<file path="config.mk">
export PLATFORM = sky130hd
export DESIGN_NAME = array_linked_list_engine_core
export DESIGN_NICKNAME = d
export VERILOG_FILES = /design/src/sv/alle_pkg.sv /design/src/sv/alle_ram.sv /design/src/sv/alle_free.sv /design/src/sv/array_linked_list_engine_core.sv
export SDC_FILE = /design/constraint.sdc
export NUM_CORES = 2
export LEC_CHECK = 0
export BUFFER_PORTS_ARGS = -buffer_cell sky130_fd_sc_hd__buf_4
export CORE_ASPECT_RATIO = 1.4
export CORE_MARGIN = 4
export CORE_UTILIZATION = 55
export CTS_CLUSTER_SIZE = 10
export DETAILED_ROUTE_END_ITERATION = 6
export HOLD_SLACK_MARGIN = 0.1
export PLACE_DENSITY_LB_ADDON = 0.15
export SLEW_MARGIN = 20
export SYNTH_ARGS = -nofsm -noshare
export SYNTH_HDL_FRONTEND = slang
export SYNTH_HIERARCHICAL = 1
export SYNTH_SLANG_ARGS = --single-unit
</file>
<file path="constraint.sdc">
create_clock -name clk -period 6 [get_ports clk]
set_clock_uncertainty 0.1 [all_clocks]
set_input_delay 0.3 -clock clk [delete_from_list [all_inputs] [get_ports clk]]
set_output_delay 0.3 -clock clk [all_outputs]
set_load 0.01 [all_outputs]
</file>
<file path="src/sv/alle_pkg.sv">
// shared types and constants of the array linked list engine
`timescale 1ns / 1ps
package alle_pkg;

	localparam int KEY_W = 56;
	localparam int S_DATA_W = 2 * KEY_W;
	localparam int M_DATA_W = 8;

	localparam logic [KEY_W-1:0] HEAD_KEY_RESET = KEY_W'(64'h0000_0000_4845_4144);

	localparam logic ACT_INSERT = 1'b0;
	localparam logic ACT_DELETE = 1'b1;

	localparam logic [1:0] STATUS_OK      = 2'd0;
	localparam logic [1:0] STATUS_NO_SLOT = 2'd1;
	localparam logic [1:0] STATUS_MISSING = 2'd2;

	typedef enum logic [2:0] {
		ST_IDLE,
		ST_SCAN,
		ST_WSTART,
		ST_WALK,
		ST_INS_A,
		ST_INS_B,
		ST_DEL,
		ST_RESP
	} state_t;

	typedef struct packed {
		logic start;
		logic take;
		logic drop;
	} scan_cmd_t;

	typedef struct packed {
		logic done;
		logic found;
	} scan_rsp_t;

endpackage

</file>
<file path="src/sv/alle_ram.sv">
// generic single write port ram with registered read
`timescale 1ns / 1ps
module alle_ram #(
	parameter int WIDTH = 8,
	parameter int DEPTH = 16,
	localparam int AW = (DEPTH > 1) ? $clog2(DEPTH) : 1
) (
	input  logic             clk,
	input  logic             we,
	input  logic [AW-1:0]    waddr,
	input  logic [WIDTH-1:0] wdata,
	input  logic             re,
	input  logic [AW-1:0]    raddr,
	output logic [WIDTH-1:0] rdata
);

	logic [WIDTH-1:0] mem_q [DEPTH];

	always_ff @(posedge clk) begin
		if (we) begin
			mem_q[waddr] <= wdata;
		end
		if (re) begin
			rdata <= mem_q[raddr];
		end
	end

endmodule

</file>
<file path="src/sv/alle_free.sv">
// slot occupancy flags and the lowest free slot scan
`timescale 1ns / 1ps
module alle_free import alle_pkg::*; #(
	parameter int NODES = 16,
	localparam int IW = (NODES > 1) ? $clog2(NODES) : 1
) (
	input  logic          clk,
	input  logic          arst_n,
	input  scan_cmd_t     cmd,
	input  logic [IW-1:0] rel_idx,
	output scan_rsp_t     rsp,
	output logic [IW-1:0] free_idx
);

	localparam logic [IW-1:0] LAST = IW'(NODES - 1);

	logic [NODES-1:0] used_q;
	logic [IW-1:0]    idx_q;
	logic             busy_q;

	assign rsp.found = busy_q && !used_q[idx_q];
	assign rsp.done  = busy_q && (!used_q[idx_q] || idx_q == LAST);
	assign free_idx  = idx_q;

	always_ff @(posedge clk or negedge arst_n) begin
		if (!arst_n) begin
			used_q <= NODES'(1);
			idx_q  <= '0;
			busy_q <= 1'b0;
		end else begin
			if (cmd.start) begin
				busy_q <= 1'b1;
				idx_q  <= IW'(1);
			end else if (busy_q) begin
				if (rsp.done) begin
					busy_q <= 1'b0;
				end else begin
					idx_q <= idx_q + 1'b1;
				end
			end
			if (cmd.take) begin
				used_q[idx_q] <= 1'b1;
			end
			if (cmd.drop) begin
				used_q[rel_idx] <= 1'b0;
			end
		end
	end

	a_head_used: assert property (@(posedge clk) disable iff (!arst_n)
		used_q[0])
		else $error("head slot marked free");
	a_take_free: assert property (@(posedge clk) disable iff (!arst_n)
		cmd.take |-> !busy_q && idx_q != '0 && !used_q[idx_q])
		else $error("allocating a slot that is not free");
	a_scan_start: assert property (@(posedge clk) disable iff (!arst_n)
		cmd.start |=> busy_q && idx_q == IW'(1))
		else $error("scan did not start at slot one");

endmodule

</file>
<file path="src/sv/array_linked_list_engine_core.sv">
// top level of the array linked list engine
`timescale 1ns / 1ps
// Keyed singly linked list in a table of NODES slots, slot 0 being the head
// node. An input word with tuser 0 inserts new_key after the first node whose
// key equals anchor_key (or first in the list when only head_key matches);
// tuser 1 unlinks the first node whose key equals anchor_key. Each word yields
// one result word with status and slot. One operation is in work at a time:
// an insert is accepted, scans the occupancy flags for the lowest free slot,
// reads the first node, walks the list one visited node per read of the key
// and link memories (one read per cycle), writes the new node and, when it
// follows a node, that node's link, and then yields its result; a delete
// skips the scan. A finished result waits in the output register while the
// next word is taken. No clearing pass follows reset.
module array_linked_list_engine_core import alle_pkg::*; #(
	parameter int NODES = 16
) (
	input  logic                clk,
	input  logic                arst_n,
	input  logic                s_axis_tvalid,
	output logic                s_axis_tready,
	input  logic [S_DATA_W-1:0] s_axis_tdata,   // new_key, anchor_key
	input  logic [0:0]          s_axis_tuser,   // action
	output logic                m_axis_tvalid,
	input  logic                m_axis_tready,
	output logic [M_DATA_W-1:0] m_axis_tdata,   // status, slot, zero pad
	input  logic                cfg_valid,
	output logic                cfg_ready,
	input  logic [KEY_W-1:0]    cfg_data        // head_key
);

	localparam int IW = (NODES > 1) ? $clog2(NODES) : 1;
	localparam int EW = (IW > 4) ? IW : 4;

	state_t state_q, state_nxt;

	logic [KEY_W-1:0] head_key_q;
	logic [IW-1:0]    head_link_q;
	logic             op_q;
	logic [KEY_W-1:0] new_key_q;
	logic [KEY_W-1:0] anchor_q;
	logic [IW-1:0]    cur_q;
	logic [IW-1:0]    prev_q;
	logic [IW-1:0]    hit_q;
	logic [IW-1:0]    nxt_q;
	logic [1:0]       res_status_q;
	logic [IW-1:0]    res_slot_q;
	logic             m_valid_q;
	logic [M_DATA_W-1:0] m_data_q;

	logic             in_acc;
	logic             out_free;
	logic             walk_match;
	logic             walk_end;
	logic             ins_head;
	logic [EW-1:0]    slot_ext;

	logic             rd_en;
	logic [IW-1:0]    rd_addr;
	logic [KEY_W-1:0] key_rdata;
	logic [IW-1:0]    link_rdata;
	logic             key_we;
	logic             link_we;
	logic [IW-1:0]    link_waddr;
	logic [IW-1:0]    link_wdata;

	scan_cmd_t        scan_cmd;
	scan_rsp_t        scan_rsp;
	logic [IW-1:0]    free_idx;

	assign s_axis_tready = (state_q == ST_IDLE);
	assign in_acc        = s_axis_tvalid && s_axis_tready;
	assign out_free      = !m_valid_q || m_axis_tready;
	assign m_axis_tvalid = m_valid_q;
	assign m_axis_tdata  = m_data_q;
	assign cfg_ready     = 1'b1;

	assign walk_match = (key_rdata == anchor_q);
	assign walk_end   = (link_rdata == '0);
	assign ins_head   = (op_q == ACT_INSERT) && (anchor_q == head_key_q);
	assign slot_ext   = EW'(res_slot_q);

	alle_ram #(.WIDTH(KEY_W), .DEPTH(NODES)) u_key_ram (
		.clk   (clk),
		.we    (key_we),
		.waddr (free_idx),
		.wdata (new_key_q),
		.re    (rd_en),
		.raddr (rd_addr),
		.rdata (key_rdata)
	);

	alle_ram #(.WIDTH(IW), .DEPTH(NODES)) u_link_ram (
		.clk   (clk),
		.we    (link_we),
		.waddr (link_waddr),
		.wdata (link_wdata),
		.re    (rd_en),
		.raddr (rd_addr),
		.rdata (link_rdata)
	);

	alle_free #(.NODES(NODES)) u_free (
		.clk      (clk),
		.arst_n   (arst_n),
		.cmd      (scan_cmd),
		.rel_idx  (hit_q),
		.rsp      (scan_rsp),
		.free_idx (free_idx)
	);

	always_comb begin
		state_nxt = state_q;
		unique case (state_q)
			ST_IDLE: begin
				if (in_acc) begin
					state_nxt = (s_axis_tuser[0] == ACT_DELETE) ? ST_WSTART : ST_SCAN;
				end
			end
			ST_SCAN: begin
				if (scan_rsp.done) begin
					state_nxt = scan_rsp.found ? ST_WSTART : ST_RESP;
				end
			end
			ST_WSTART: begin
				if (head_link_q == '0) begin
					state_nxt = ins_head ? ST_INS_A : ST_RESP;
				end else begin
					state_nxt = ST_WALK;
				end
			end
			ST_WALK: begin
				if (walk_match) begin
					state_nxt = (op_q == ACT_INSERT) ? ST_INS_A : ST_DEL;
				end else if (walk_end) begin
					state_nxt = ins_head ? ST_INS_A : ST_RESP;
				end
			end
			ST_INS_A: state_nxt = (hit_q == '0) ? ST_RESP : ST_INS_B;
			ST_INS_B: state_nxt = ST_RESP;
			ST_DEL:   state_nxt = ST_RESP;
			ST_RESP: begin
				if (out_free) begin
					state_nxt = ST_IDLE;
				end
			end
			default: state_nxt = ST_IDLE;
		endcase
	end

	always_comb begin
		rd_en          = 1'b0;
		rd_addr        = head_link_q;
		key_we         = 1'b0;
		link_we        = 1'b0;
		link_waddr     = free_idx;
		link_wdata     = nxt_q;
		scan_cmd       = '0;
		unique case (state_q)
			ST_IDLE: begin
				scan_cmd.start = in_acc && (s_axis_tuser[0] == ACT_INSERT);
			end
			ST_WSTART: begin
				rd_en = (head_link_q != '0);
			end
			ST_WALK: begin
				rd_en   = !walk_match && !walk_end;
				rd_addr = link_rdata;
			end
			ST_INS_A: begin
				key_we        = 1'b1;
				link_we       = 1'b1;
				scan_cmd.take = 1'b1;
			end
			ST_INS_B: begin
				link_we    = 1'b1;
				link_waddr = hit_q;
				link_wdata = free_idx;
			end
			ST_DEL: begin
				link_we       = (prev_q != '0);
				link_waddr    = prev_q;
				scan_cmd.drop = 1'b1;
			end
			ST_SCAN, ST_RESP: begin
			end
			default: begin
			end
		endcase
	end

	always_ff @(posedge clk or negedge arst_n) begin
		if (!arst_n) begin
			state_q     <= ST_IDLE;
			head_key_q  <= HEAD_KEY_RESET;
			head_link_q <= '0;
			m_valid_q   <= 1'b0;
		end else begin
			state_q <= state_nxt;
			if (cfg_valid && cfg_ready) begin
				head_key_q <= cfg_data;
			end
			if (state_q == ST_INS_A && hit_q == '0) begin
				head_link_q <= free_idx;
			end else if (state_q == ST_DEL && prev_q == '0) begin
				head_link_q <= nxt_q;
			end
			if (state_q == ST_RESP && out_free) begin
				m_valid_q <= 1'b1;
			end else if (m_axis_tready) begin
				m_valid_q <= 1'b0;
			end
		end
	end

	always_ff @(posedge clk) begin
		if (in_acc) begin
			op_q      <= s_axis_tuser[0];
			new_key_q <= s_axis_tdata[KEY_W-1:0];
			anchor_q  <= s_axis_tdata[S_DATA_W-1:KEY_W];
		end
		unique case (state_q)
			ST_SCAN: begin
				if (scan_rsp.done && !scan_rsp.found) begin
					res_status_q <= STATUS_NO_SLOT;
					res_slot_q   <= '0;
				end
			end
			ST_WSTART: begin
				prev_q       <= '0;
				cur_q        <= head_link_q;
				hit_q        <= '0;
				nxt_q        <= head_link_q;
				res_status_q <= STATUS_MISSING;
				res_slot_q   <= '0;
			end
			ST_WALK: begin
				if (walk_match) begin
					hit_q <= cur_q;
					nxt_q <= link_rdata;
				end else if (walk_end) begin
					hit_q <= '0;
					nxt_q <= head_link_q;
				end else begin
					prev_q <= cur_q;
					cur_q  <= link_rdata;
				end
			end
			ST_INS_A: begin
				res_status_q <= STATUS_OK;
				res_slot_q   <= free_idx;
			end
			ST_DEL: begin
				res_status_q <= STATUS_OK;
				res_slot_q   <= hit_q;
			end
			ST_IDLE, ST_INS_B, ST_RESP: begin
			end
			default: begin
			end
		endcase
		if (state_q == ST_RESP && out_free) begin
			m_data_q <= {2'b00, slot_ext[3:0], res_status_q};
		end
	end

	a_walk_read: assert property (@(posedge clk) disable iff (!arst_n)
		state_q == ST_WALK |-> $past(rd_en))
		else $error("walk compare without a read issued");
	a_key_not_head: assert property (@(posedge clk) disable iff (!arst_n)
		key_we |-> free_idx != '0)
		else $error("key written into the head slot");
	a_link_not_head: assert property (@(posedge clk) disable iff (!arst_n)
		link_we |-> link_waddr != '0)
		else $error("head link written into memory");
	a_drop_not_head: assert property (@(posedge clk) disable iff (!arst_n)
		scan_cmd.drop |-> hit_q != '0)
		else $error("head slot released");

endmodule
</file>
==> impl_metrics.toml <==
[global_route]
grt_usage = 0.2699
antenna_found_initial = 3
grt_max_degree = 97
grt_pass1_wl_um = 177800
grt_pass1_vias = 25520
overflow = 0

[flow_run]
max-cap-violations = 0

[pwr]
internal_power_mw = 18.38
cellPowerDensity_nw_per_um2 = 468.7
p_leak_nw = 18.70
p_comb_frac = 0.292
p_switching_mw = 8.144
seq_power_share = 0.417
p_clk_frac = 0.291
netSwitchingFraction = 0.3070
ir_worst_vdd_mv = 0.6738

[drt]
wl_met1_um = 47170
vias = 24850
wl_met2_um = 60930
first_pass_iters = 7
ant_nets = 0
post-route-drc-count = 0
postRouteWirelength_um = 122000
wl_met3_um = 10680
top_layer = "met4"
drt_iter0_drc = 2822
detail_route.wl_per_cell_um = 30.79
vias_per_cell = 6.271

[logic_synthesis]
ys.flop_type = "edfxtp_1"
ys_ff_latch = 1246
postSynthCellCount = 2266
syn_avg_cell_area_sq_um = 21.07
netlist.area_leader.share = 0.7302
synth_edf_count = 1161
synth_top_cell_by_area = "edfxtp_1"
ys_seq_area_frac = 0.7751
synthTopCellsByArea = "edfxtp_1 (73%), mux4_2 (11%), dfrtp_1 (3.9%)"
synth.yosys.warnings = 6
netlist_area_sq_um = 47740
synth.distinct_cells = 64
async_flop_share = 0.06822

[critical_path]
crit_required_ns = 6.32
path_class = "register to register"
crit_fanout = 52
endpoint_kind = "register"
critPathSlowestCell = "dfrtp_1"
path_cells = "clkinv_1 > nor2_1 > nand2_1 > nand2_4 > buf_12 > mux4_2 > a22oi_1 > nand2_1"
rrSetupSlack_ns = 1.86
max_stage_delay_ns = 0.58
worstPathArrival_ns = 4.46
start_kind = "register"
critPathMostFrequentCell = "nand2_1"

[floorplanning]
initial_core_util = 0.5554
io_pins = 185
die-width_um = 257.0
die_area_sq_um = 91650
die-height_um = 356.6
rows = 127
core_sq_um = 85970

[timing]
slew_headroom = 0.2759
period_share = 0.6903
hold_violations = 0
report.final.slew_viol_count = 0
worstMarginPinSlew_ns = 1.086
period_needed_ns = 4.142
grt_setup_unrepaired = "no"
clock.fmax_mhz = 241.4
finalSetupTns_ns = 0
setup_viol = 0

[cts]
numCtsBuffers = 143
clock-sinks = 1246
cts_tree = "done"
clk_latency_ns = 0.75
cts_setup_buffers = 0
clock_path_buffers = 3
h-tree-depth = 4
path_clk_slew_ns = 0.06
root_buffer = "clkbuf_16"

[finish]
final_layout_size_suffix_gt1_frac = 0.2575
final_nets = 2891
fin_area_sq_um = 56590
syn_to_final_growth_pct = 18.54
fin_util = 0.6583

[placed_design]
portBuffers = 181
hpwl_um = 67880
place.gp.congestion = 0.8607
placed_area_sq_um = 50750

[worst_hold_path]
hp-class = "input pin to register"

[status]
outcome = "finished clean"
cells in the final DEF (no fill, tap or decap), drive strengths merged, types with 16 or more instances in the layout:
| cell | netlist | layout |
|---|---|---|
| a21oi | 25 | 25 |
| nor2 | 51 | 51 |
| xor2 | 79 | 79 |
| nor2b | 23 | 23 |
| dfrtp | 75 | 75 |
| clkbuf | 57 | 214 |
| mux2 | 58 | 58 |
| dlygate4sd3 | 0 | 175 |
| xnor2 | 16 | 16 |
| inv | 17 | 24 |
| buf | 40 | 223 |
| mux4 | 240 | 240 |
| nand3 | 16 | 16 |
| nor4 | 27 | 27 |
| nor3 | 16 | 16 |
| edfxtp | 1161 | 1161 |
| a22oi | 124 | 124 |
| nand2 | 100 | 100 |
| a31oi | 20 | 20 |
cell families (layout without fill, tap and decap cells):
logic type | after synthesis | after routing | share of synthesized area
and+or+nand+nor | 283 | 283 | 0.03011
AOI/OAI and AO/OA | 208 | 208 | 0.03182
adders and majority gates | 4 | 4 | 0.001048
xor gates and xnor gates | 95 | 95 | 0.01743
buffers and inverters | 116 | 645 | 0.01313
muxes | 312 | 312 | 0.1312
other | 2 | 8 | 0.0001573
DFF | 1246 | 1246 | 0.7751
flip-flops by register name (all words and copies together), names as in the netlist, 2 cells and up:
register,count
anchor_q,56
cur_q,4
head_key_q,56
head_link_q,4
hit_q,4
m_axis_tdata,6
new_key_q,56
nxt_q,4
prev_q,4
res_slot_q,4
res_status_q,2
state_q,3
u_free/free_idx,4
u_free/used_q,16
u_key_ram/mem_q,896
u_key_ram/rdata,56
u_link_ram/mem_q,64
u_link_ram/rdata,4
final cells by class:
class | instances | area (sq um)
Inverter | 19 | 71.32
Timing Repair Buffer | 398 | 3705
Fill cell | 5496 | 29370
Clock buffer | 214 | 3887
Clock inverter | 14 | 175.2
Multi-Input combinational cell | 905 | 10290
Sequential cell | 1246 | 37000
Antenna cell | 5 | 12.51
Tap cell | 1161 | 1453
critical path, delay by kind of cell, from the launching register on:
family,cells,cell delay [ns]
AOI/OAI and AO/OA,1,0.24
buffers and inverters,2,0.80
DFF,1,0.58
muxes,1,0.56
and+or+nand+nor,4,1.43
power by group through the flow:
| stage | logic, mW | clock network [mW] | registers (mW) |
|---|---|---|---|
| after global placement | 7.62 | 0 | 11.2 |
| after floorplan | 5.52 | 0 | 11.0 |
| final | 7.76 | 7.71 | 11.1 |
| after global routing | 8.28 | 8.20 | 11.1 |
| after detailed placement | 7.70 | 0 | 11.2 |
| after CTS | 7.82 | 7.82 | 11.1 |
through the flow:
stage | setup WS, ns | power (mW) | hold slack [ns] | std cells
finish | 1.858 | 26.53 | 0.1706 | 3962
detailed placement | 1.866 | 18.93 | 0.2353 | 3553
floorplan | 0.05532 | 16.50 | -0.09559 | 2267
global route | 1.548 | 27.59 | 0.1513 | 3957
CTS | 1.854 | 26.71 | 0.1283 | 3957
global placement | 1.903 | 18.82 | 0.2241 | 3553
cell usage after synthesis, drive strengths merged, types with 3 or more instances:
master and number:
ha 4, edfxtp 1161, nor2 51, inv 17, dfrtp 75, a2111oi 5
nor4 27, a31oi 20, mux4 240, a22oi 124, nand2b 14, nand2 100
nand3 16, o21ai 9, nand3b 4, a211oi 4, dfstp 10, xnor2 16
buf 40, a22o 4, mux2 58, nor2b 23, and2 12, xor2 79
o22ai 3, clkbuf 57, nand4 10, a21oi 25, mux2i 14, nor3 16
repair_timing:
item                      CTS  global route
hold buffers              176             0
hold endpoints to repair  212             0
gates resized for setup     0             0
final timing paths:
| check | startpoint | end | cells after the start |
|---|---|---|---|
| max | state_q[0] | u_key_ram/rdata[34] | 8 |
| min | s_axis_tdata[67] | anchor_q[11] | 2 |
| max reg2reg | state_q[0] | u_key_ram/rdata[34] | 8 |
| min reg2reg | res_slot_q[1] | m_axis_tdata[3] | 0 |
| max in group asynchronous | arst_n | u_free/used_q[15] | 4 |
| min in group asynchronous | arst_n | head_key_q[27] | 3 |
per-layer routing:
layer	global-route usage	up-vias
met5	0	-
met3	0.05261	193
li1	-	10210
met1	0.3732	13150
met4	0.07848	0
met2	0.4468	1289
(Power assumes the default switching activity.)
